**config.mk**
```make
export PLATFORM = sky130hd
export DESIGN_NAME = gray_world_awb_gain_update
export DESIGN_NICKNAME = d
export VERILOG_FILES = /design/src/hw/rtl/gwawb_pkg.sv /design/src/hw/rtl/gray_world_awb_gain_update.sv
export SDC_FILE = /design/constraint.sdc
export NUM_CORES = 1
export LEC_CHECK = 0
export ABC_AREA = 1
export BUFFER_PORTS_ARGS = -buffer_cell sky130_fd_sc_hd__buf_2
export CAP_MARGIN = 10
export CORE_MARGIN = 4
export CORE_UTILIZATION = 60
export CTS_BUF_LIST = sky130_fd_sc_hd__clkbuf_16
export DETAILED_ROUTE_END_ITERATION = 8
export HOLD_SLACK_MARGIN = 0.1
export PLACE_DENSITY = 0.77
export SLEW_MARGIN = 20
export SYNTH_ARGS = -nofsm -noshare
export SYNTH_HDL_FRONTEND = slang
export SYNTH_SLANG_ARGS = --single-unit
```
**constraint.sdc**
```tcl
create_clock -name clk -period 7.8 [get_ports clk]
set_clock_uncertainty 0.05 [all_clocks]
set_input_delay 1.17 -clock clk [delete_from_list [all_inputs] [get_ports clk]]
set_output_delay 1.17 -clock clk [all_outputs]
set_load 0.01 [all_outputs]
```
**src/hw/rtl/gwawb_pkg.sv**
```systemverilog
package gwawb_pkg;

    // Field widths fixed by the interface.
    localparam int GAIN_W            = 16;
    localparam int THRESH_W          = 10;
    localparam int SUM_WIDTH_DEFAULT = 40;

    // Gains are carried in thousandths; 1000 fits in this many bits.
    localparam int MILLI_BITS = 10;

    // Reset value of the change threshold register.
    localparam logic [THRESH_W-1:0] THRESH_RESET = THRESH_W'(10);

    // Saturated gain value.
    localparam logic [GAIN_W-1:0] GAIN_MAX = {GAIN_W{1'b1}};

    // Sequencer states.
    typedef enum logic [2:0] {
        ST_IDLE,
        ST_MUL,
        ST_LOAD,
        ST_DIV,
        ST_DONE
    } gwawb_state_t;

endpackage

```
**src/hw/rtl/gray_world_awb_gain_update.sv**
```systemverilog
// Gray-world white balance gain update.
//
// Input channel (in_valid/in_ready) takes one item per frame: the red, green
// and blue channel sums. Output channel (out_valid/out_ready) returns one
// item per input: the gains green/red and green/blue in thousandths,
// saturated at 65535, a zero-divisor flag and an apply flag. Apply is set
// when either gain moved by more than change_threshold from the last
// applied pair, in which case the new pair becomes the applied pair. The
// threshold is written through cfg_wr_en/cfg_wr_data; the user must write
// it only while idle, which the block itself does not enforce.
//
// After acceptance the sequencer forms green*1000, then runs two divisions
// of 17 compare-subtract steps each on one shared subtractor, with a load
// state before each and a final state for the threshold compare. in_ready
// is high only while the sequencer is idle.
//
// The result sits in an output register. If the receiver stalls, the next
// item is still accepted and computed, and it waits in its last cycle until
// the output register frees up. Reset clears the applied gains to zero and
// sets the threshold to 10.
module gray_world_awb_gain_update #(
    parameter int SUM_WIDTH = gwawb_pkg::SUM_WIDTH_DEFAULT
) (
    input  logic                            clk,
    input  logic                            rst_n,
    input  logic                            in_valid,
    output logic                            in_ready,
    input  logic [SUM_WIDTH-1:0]            red_sum,
    input  logic [SUM_WIDTH-1:0]            green_sum,
    input  logic [SUM_WIDTH-1:0]            blue_sum,
    output logic                            out_valid,
    input  logic                            out_ready,
    output logic                            apply,
    output logic [gwawb_pkg::GAIN_W-1:0]    red_gain_milli,
    output logic [gwawb_pkg::GAIN_W-1:0]    blue_gain_milli,
    output logic                            zero_divisor,
    input  logic                            cfg_wr_en,
    input  logic [gwawb_pkg::THRESH_W-1:0]  cfg_wr_data
);
    import gwawb_pkg::*;

    localparam int NUM_W = SUM_WIDTH + MILLI_BITS;
    localparam int DW    = SUM_WIDTH + GAIN_W;
    localparam int QW    = GAIN_W + 1;
    localparam int CNT_W = $clog2(QW);
    localparam logic [CNT_W-1:0] CNT_LAST = CNT_W'(QW - 1);

    // Control state.
    gwawb_state_t          state_reg, state_next;
    logic                  side_reg, side_next;
    logic [CNT_W-1:0]      cnt_reg, cnt_next;
    logic [THRESH_W-1:0]   thresh_reg, thresh_next;
    logic [GAIN_W-1:0]     last_red_reg, last_red_next;
    logic [GAIN_W-1:0]     last_blue_reg, last_blue_next;
    logic                  out_valid_reg, out_valid_next;

    // Datapath registers.
    logic [SUM_WIDTH-1:0]  r_reg, r_next;
    logic [SUM_WIDTH-1:0]  g_reg, g_next;
    logic [SUM_WIDTH-1:0]  b_reg, b_next;
    logic                  zero_reg, zero_next;
    logic [NUM_W-1:0]      num_reg, num_next;
    logic [NUM_W-1:0]      rem_reg, rem_next;
    logic [DW-1:0]         dsh_reg, dsh_next;
    logic [QW-1:0]         q_reg, q_next;
    logic [GAIN_W-1:0]     red_gain_reg, red_gain_next;
    logic                  apply_reg, apply_next;
    logic [GAIN_W-1:0]     red_out_reg, red_out_next;
    logic [GAIN_W-1:0]     blue_out_reg, blue_out_next;
    logic                  zero_out_reg, zero_out_next;

    // Shared compare-subtract unit.
    logic [DW:0]           sub_full;
    logic                  ge;
    logic [QW-1:0]         q_shift;
    logic [GAIN_W-1:0]     step_gain;
    logic [GAIN_W-1:0]     blue_gain;
    logic [GAIN_W-1:0]     diff_red;
    logic [GAIN_W-1:0]     diff_blue;
    logic                  do_apply;
    logic                  out_free;
    logic [GAIN_W-1:0]     thresh_ext;

    assign sub_full  = {1'b0, DW'(rem_reg)} - {1'b0, dsh_reg};
    assign ge        = ~sub_full[DW];
    assign q_shift   = {q_reg[QW-2:0], ge};
    assign step_gain = q_shift[QW-1] ? GAIN_MAX : q_shift[GAIN_W-1:0];
    assign blue_gain = q_reg[QW-1] ? GAIN_MAX : q_reg[GAIN_W-1:0];

    // Threshold compare against the last applied gains.
    assign diff_red   = (last_red_reg > red_gain_reg) ? last_red_reg - red_gain_reg
                                                      : red_gain_reg - last_red_reg;
    assign diff_blue  = (last_blue_reg > blue_gain) ? last_blue_reg - blue_gain
                                                    : blue_gain - last_blue_reg;
    assign thresh_ext = GAIN_W'(thresh_reg);
    assign do_apply   = (diff_red > thresh_ext) || (diff_blue > thresh_ext);

    assign out_free = ~out_valid_reg | out_ready;

    // Next state.
    always_comb
    begin
        state_next = state_reg;
        case (state_reg)
            ST_IDLE:
            begin
                if (in_valid)
                    state_next = ST_MUL;
            end
            ST_MUL:  state_next = ST_LOAD;
            ST_LOAD: state_next = ST_DIV;
            ST_DIV:
            begin
                if (cnt_reg == '0)
                    state_next = side_reg ? ST_DONE : ST_LOAD;
            end
            ST_DONE:
            begin
                if (out_free)
                    state_next = ST_IDLE;
            end
            default: state_next = ST_IDLE;
        endcase
    end

    // Datapath and outputs.
    always_comb
    begin
        side_next      = side_reg;
        cnt_next       = cnt_reg;
        thresh_next    = cfg_wr_en ? cfg_wr_data : thresh_reg;
        last_red_next  = last_red_reg;
        last_blue_next = last_blue_reg;
        out_valid_next = out_valid_reg & ~out_ready;
        r_next         = r_reg;
        g_next         = g_reg;
        b_next         = b_reg;
        zero_next      = zero_reg;
        num_next       = num_reg;
        rem_next       = rem_reg;
        dsh_next       = dsh_reg;
        q_next         = q_reg;
        red_gain_next  = red_gain_reg;
        apply_next     = apply_reg;
        red_out_next   = red_out_reg;
        blue_out_next  = blue_out_reg;
        zero_out_next  = zero_out_reg;

        case (state_reg)
            ST_IDLE:
            begin
                r_next    = red_sum;
                g_next    = green_sum;
                b_next    = blue_sum;
                zero_next = (red_sum == '0) || (blue_sum == '0);
                side_next = 1'b0;
            end
            ST_MUL:
            begin
                // green * 1000 as 1024 - 16 - 8.
                num_next = (NUM_W'(g_reg) << 10)
                         - (NUM_W'(g_reg) << 4)
                         - (NUM_W'(g_reg) << 3);
            end
            ST_LOAD:
            begin
                rem_next = num_reg;
                dsh_next = {(side_reg ? b_reg : r_reg), {GAIN_W{1'b0}}};
                cnt_next = CNT_LAST;
                q_next   = '0;
            end
            ST_DIV:
            begin
                // One restoring step; the top bit flags saturation.
                if (ge)
                    rem_next = sub_full[NUM_W-1:0];
                dsh_next = dsh_reg >> 1;
                q_next   = q_shift;
                cnt_next = cnt_reg - CNT_W'(1);
                if (cnt_reg == '0 && !side_reg)
                begin
                    red_gain_next = step_gain;
                    side_next     = 1'b1;
                end
            end
            ST_DONE:
            begin
                if (out_free)
                begin
                    out_valid_next = 1'b1;
                    apply_next     = do_apply;
                    red_out_next   = red_gain_reg;
                    blue_out_next  = blue_gain;
                    zero_out_next  = zero_reg;
                    if (do_apply)
                    begin
                        last_red_next  = red_gain_reg;
                        last_blue_next = blue_gain;
                    end
                end
            end
            default:
            begin
                side_next = 1'b0;
            end
        endcase
    end

    // Control registers.
    always_ff @(posedge clk or negedge rst_n)
    begin
        if (!rst_n)
        begin
            state_reg     <= ST_IDLE;
            side_reg      <= 1'b0;
            cnt_reg       <= '0;
            thresh_reg    <= THRESH_RESET;
            last_red_reg  <= '0;
            last_blue_reg <= '0;
            out_valid_reg <= 1'b0;
        end
        else
        begin
            state_reg     <= state_next;
            side_reg      <= side_next;
            cnt_reg       <= cnt_next;
            thresh_reg    <= thresh_next;
            last_red_reg  <= last_red_next;
            last_blue_reg <= last_blue_next;
            out_valid_reg <= out_valid_next;
        end
    end

    // Payload registers.
    always_ff @(posedge clk)
    begin
        r_reg        <= r_next;
        g_reg        <= g_next;
        b_reg        <= b_next;
        zero_reg     <= zero_next;
        num_reg      <= num_next;
        rem_reg      <= rem_next;
        dsh_reg      <= dsh_next;
        q_reg        <= q_next;
        red_gain_reg <= red_gain_next;
        apply_reg    <= apply_next;
        red_out_reg  <= red_out_next;
        blue_out_reg <= blue_out_next;
        zero_out_reg <= zero_out_next;
    end

    assign in_ready        = (state_reg == ST_IDLE);
    assign out_valid       = out_valid_reg;
    assign apply           = apply_reg;
    assign red_gain_milli  = red_out_reg;
    assign blue_gain_milli = blue_out_reg;
    assign zero_divisor    = zero_out_reg;

endmodule

```
# --- Yosys cells after proc, flatten, opt, wreduce, memory -nomap -nowiden ---
# Index checks and enable logic that the tools add are counted.
totals:
  regBits: 396
  inputBits: 135
  out_inout_bits: 36
  wordCells: 81
classes:
  addsub: 8
  magnitude_cmp: 4
  eq_ne: 9
  muxes: 18
  n_bitwise: 6
  n_reduce_logical: 16
op_table:
  columns: ["op", "n"]
  rows:
  - ["56-bit one-hot mux with 2 select lines", 1]
  - ["50-bit one-hot mux with 2 select lines", 1]
  - ["40-bit zero test", 2]
  - ["16-bit subtractor", 4]
  - ["50-bit by 56-bit subtractor with 57-bit output", 1]
  - ["50-bit 2-to-1 mux", 1]
  - ["50-bit by 43-bit subtractor with 50-bit output", 1]
  - ["50-bit by 44-bit subtractor with 50-bit output", 1]
  - ["16-bit 2-to-1 mux", 3]
  - ["40-bit 2-to-1 mux", 1]
  - ["17-bit one-hot mux with 2 select lines", 1]
  - ["16-bit by 10-bit > comparator with 1-bit output", 2]
  - ["16-bit > comparator", 2]
  - ["3-bit one-hot mux with 5 select lines", 1]
  - ["3-bit 2-to-1 mux", 4]
  - ["2-bit != test, second input constant", 5]
  - ["5-bit one-hot mux with 2 select lines", 1]
  - ["2-bit AND reduction", 4]
  - ["3-bit by 2-bit equality test with 1-bit output, second input constant", 2]
  - ["3-bit AND reduction", 2]
  - ["5-bit zero test", 1]
  - ["5-bit by 1-bit subtractor with 5-bit output, second input constant", 1]
  - ["1-bit NOT", 4]
  - ["3-bit by 1-bit equality test with 1-bit output, second input constant", 1]
  - ["11 further kinds", 14]

# --- Depth between registers and ports, before layout ---
depth:
  word_depth: 6
  depth_mapped: 40
  mapped_depth_nobuf: 36

# --- Least setup slack after synthesis ---
# No wires, ideal clock.
synth_timing:
  path_type: "flip-flop to output port"
  startpoint: "register state_reg[2]"
  endpoint: "output in_ready"
  arrival_ns: 5.768
  required_ns: 6.580
  setup_slack_ns: 0.812
  stages_incl_launch_ff: 4
  n_path_buf: 0
  cell_sequence: "dfrtp_1 > nor2_1 > inv_1 > nor2_1"
synth_via:
  elab_chain_cells: 1
synth_rtl:
  columns: ["element", "line", "rtl"]
  rows:
  - ["start, declared", "gray_world_awb_gain_update.sv:49", "gwawb_state_t state_reg, state_next;"]
  - ["start signal, assigned", "gray_world_awb_gain_update.sv:224", "state_reg <= state_next;"]
  - ["3-bit zero test", "gray_world_awb_gain_update.sv:252", "assign in_ready = (state_reg == ST_IDLE);"]
  - ["end, declared", "gray_world_awb_gain_update.sv:27", "output logic in_ready,"]
# No other way between the ends.

# --- Final worst setup path ---
layout_timing:
  startpoint: "register q_reg[16]"
  endpoint: "register last_red_reg[5]"
layout_via:
  elab_chain_cells: 6
  elab_cells_between_ends: 8
  classes_between: "add/sub (2); order compare (2); mux (2); reduce/logical (2)"
layout_rtl:
  columns: ["element", "line", "rtl"]
  rows:
  - ["start, declared", "gray_world_awb_gain_update.sv:65", "logic [QW-1:0] q_reg, q_next;"]
  - ["start signal, assigned", "gray_world_awb_gain_update.sv:244", "q_reg <= q_next;"]
  - ["16-bit 2-to-1 mux (*)", "gray_world_awb_gain_update.sv:88", "assign blue_gain = q_reg[QW-1] ? GAIN_MAX : q_reg[GAIN_W-1:0];"]
  - ["named net blue_gain[12]", "gray_world_awb_gain_update.sv:77", "logic [GAIN_W-1:0] blue_gain;"]
  - ["16-bit subtractor (tied with other cells)", "gray_world_awb_gain_update.sv:94", ": blue_gain - last_blue_reg;"]
  - ["16-bit 2-to-1 mux (*)", "gray_world_awb_gain_update.sv:93", "assign diff_blue = (last_blue_reg > blue_gain) ? last_blue_reg - blue_gain"]
  - ["16-bit by 10-bit > comparator with 1-bit output (*)", "gray_world_awb_gain_update.sv:96", "assign do_apply = (diff_red > thresh_ext) || (diff_blue > thresh_ext);"]
  - ["1-bit logical OR (*)", "gray_world_awb_gain_update.sv:96", null]
  - ["3-bit AND reduction (no line) (*)", null, null]
  - ["end signal, assigned", "gray_world_awb_gain_update.sv:228", "last_red_reg <= last_red_next;"]
  - ["end, declared", "gray_world_awb_gain_update.sv:53", "logic [GAIN_W-1:0] last_red_reg, last_red_next;"]
# The timed path passes the listed nets; every way through them passes the cells marked *.
# A chain may end at the register's enable or synchronous reset.

==> metrics <==
final routed wirelength across all metal layers=65.4 mm; die height=213 um; max frequency=172 MHz; library cell used as clock root buffer=clkbuf_16; Syn Nets=3248; WHS=0.382 ns; post-route fraction of the period consumed by the critical path=0.747; starting density of the core=0.611; Post-Synthesis Mean Instance Area=8.71 um^2; register-to-register setup slack=1.97 ns; routability-driven placement congestion ratio=0.996; number of buffers added for setup after CTS=0; final setup violation count=0; fraction of final layout cells with drive strength greater than 1=0.101; Num CTS Buffers=43; RSZ-0062 raised after global routing=false; most used cell, CP=nand2_1; Starting DRT DRC Count=1702; largest driver fanout on the critical path=32; commonest non-fill, non-tap cell in the layout=nand2_1; total congestion overflow after global routing=0; Min Clock Period, post-route=5.83 ns; ports placed on the boundary=171; class of the most critical setup path=flip-flop to flip-flop; Final Hold Viols=0; number of antenna violations at the first check in global routing=0; via count of the first global-routing pass=20300; MaxCap Viol Count=0; Detail Route met2 WL=33.4 mm; count of vias placed by the detailed router=20300; Slowest-stage cell, CP=o21bai_4; post-detailed-route wirelength per cell=18.0 um; antenna viol nets, final=0; pin count of the biggest net entering global routing=113; Primary FF master, synth=edfxtp_1; maximum level of the CTS H-tree=2; post-route standard cell area excluding fillers=27900 um^2; floorplan row count=74; Port Buffer Count=170; Post-Synthesis Cells=2890; share of synthesized registers carrying an async set or reset=0.132; number of enable flip-flop cells after synthesis=341; number of iterations in the first detailed-routing pass=6; Skew-Pair Late Insertion Delay=0.60 ns; hold buffers post-CTS=0; buffer depth of the longest clock path=3; Hold/Removal Path Class=flip-flop to flip-flop; Netlist cell types=53; overall fraction of global-route tracks in use=0.287; vias per std cell=5.61; wire length of the first global-routing pass=103 mm; Area growth syn-to-layout=11.0%; DRC viols=0; CTS tree=built; number of nets in the final layout=3419; placed instance area=26500 um^2; total of flip-flops plus latches after synthesis=393; HPWL after detailed placement=51.5 mm; core area=41200 um^2; sum of met3 wire segment lengths after detailed routing=3.11 mm; kind of start point of the critical path=flip-flop; data arrival time at the worst-slack endpoint=6.29 ns; Max Used Layer=met4; cell area after synthesis=25200 um^2; Relative slew margins=0.323; die outline area=45300 um^2; kind of end point of the critical path=flip-flop; Required @ worst endpoint=8.26 ns; share of the yosys chip area belonging to registers=0.458; Slowest Stage Delay on Critical Path=0.83 ns; commonest cells after routing, fill and taps aside=646 x nand2_1, 414 x inv_1, 341 x edfxtp_1; total inserted antenna cells=0; Largest register FFs=56; synthesis warning total=0; result of the run=finished, final reports clean; Met1 Routed Length=26.2 mm; sink count of the clock tree=393; total negative setup slack=0 ns; die width=213 um; post-CTS clock slew at the launch and capture registers of the worst setup and hold paths=0.06 ns; Worst Tran Pin Value=1.01 ns; post_cts resized=0; final number of max-transition violations=0
## cell usage after synthesis (9+ instances only)
cell type,instances,area [um^2]
a21oi_1,174,871
nor4_1,31,194
nor3_1,17,85.1
ha_1,186,2330
o21bai_1,18,135
nor2_1,291,1090
a21o_1,14,105
o21ai_0,172,861
dfrtp_1,50,1250
o21a_1,9,67.6
inv_1,409,1540
xor2_1,65,569
or2_2,9,56.3
nand4_1,18,113
a31oi_1,76,475
clkbuf_1,36,135
fa_1,37,741
nand2_1,647,2430
edfxtp_1,341,10200
xnor2_1,41,359
nand2_2,29,181
nand3_1,141,706
## worst max-delay path: cells and delay by family, from the launching register on
kind            cells  cell delay (ns)
compound gates      4             1.73
xor+xnor            1             0.17
fa+ha+maj           2             0.74
buf+inv             3             0.24
flops               1             0.74
simple gates       17             2.07
## final cells by class
cell class	instances	area (um^2)
clock buffers	43	1080
clock inverters	33	323
fillers	3358	13300
inverters	419	1580
multi-input cells	2024	11800
flip-flops and latches	393	11500
well taps	532	666
repair buffers	180	930
## cells by family (layout without fill, tap and decap cells)
logic type	after synthesis	in the layout	share of synthesized area
multiplexers	2	2	0.000845
flip-flops	393	393	0.458
buffers and inverters	473	675	0.0731
XOR/XNOR	106	106	0.0369
AND/OR/NAND/NOR	1209	1209	0.202
AO/OA/AOI/OAI	484	484	0.107
adder cells (fa/ha/maj)	223	223	0.122
## layer usage
metal | vias up | track usage
li1 | 10000 | -
met1 | 9564 | 0.353
met2 | 625 | 0.520
met3 | 144 | 0.0285
met4 | 0 | 0.113
met5 | - | 0
## path summary, 6_finish.rpt
| check | start | end | depth (start not counted) |
|---|---|---|---|
| max reg2reg | q_reg[16]$_SDFFCE_PN0P_ | last_red_reg[5]$_DFFE_PN0P_ | 27 |
| min reg2reg | zero_reg$_DFFE_PP_ | zero_divisor$_DFFE_PP_ | 0 |
| max in group asynchronous | rst_n | last_red_reg[5]$_DFFE_PN0P_ | 2 |
| min | zero_reg$_DFFE_PP_ | zero_divisor$_DFFE_PP_ | 0 |
| max | q_reg[16]$_SDFFCE_PN0P_ | last_red_reg[5]$_DFFE_PN0P_ | 27 |
| min in group asynchronous | rst_n | cnt_reg[4]$_DFFE_PN0P_ | 2 |
## per-stage QoR
step           utilization  setup WS [ns]  instances
2_1_floorplan            -          0.812       2890
3_3_place_gp         0.644           2.19       3548
3_5_place_dp         0.644           2.01       3548
4_1_cts              0.678           1.94       3624
5_1_grt              0.678           1.27       3624
6_report             0.678           1.97       3624
Power is not shown: default switching activity piles up to over one toggle a cycle in this logic, so the estimate is an artifact.
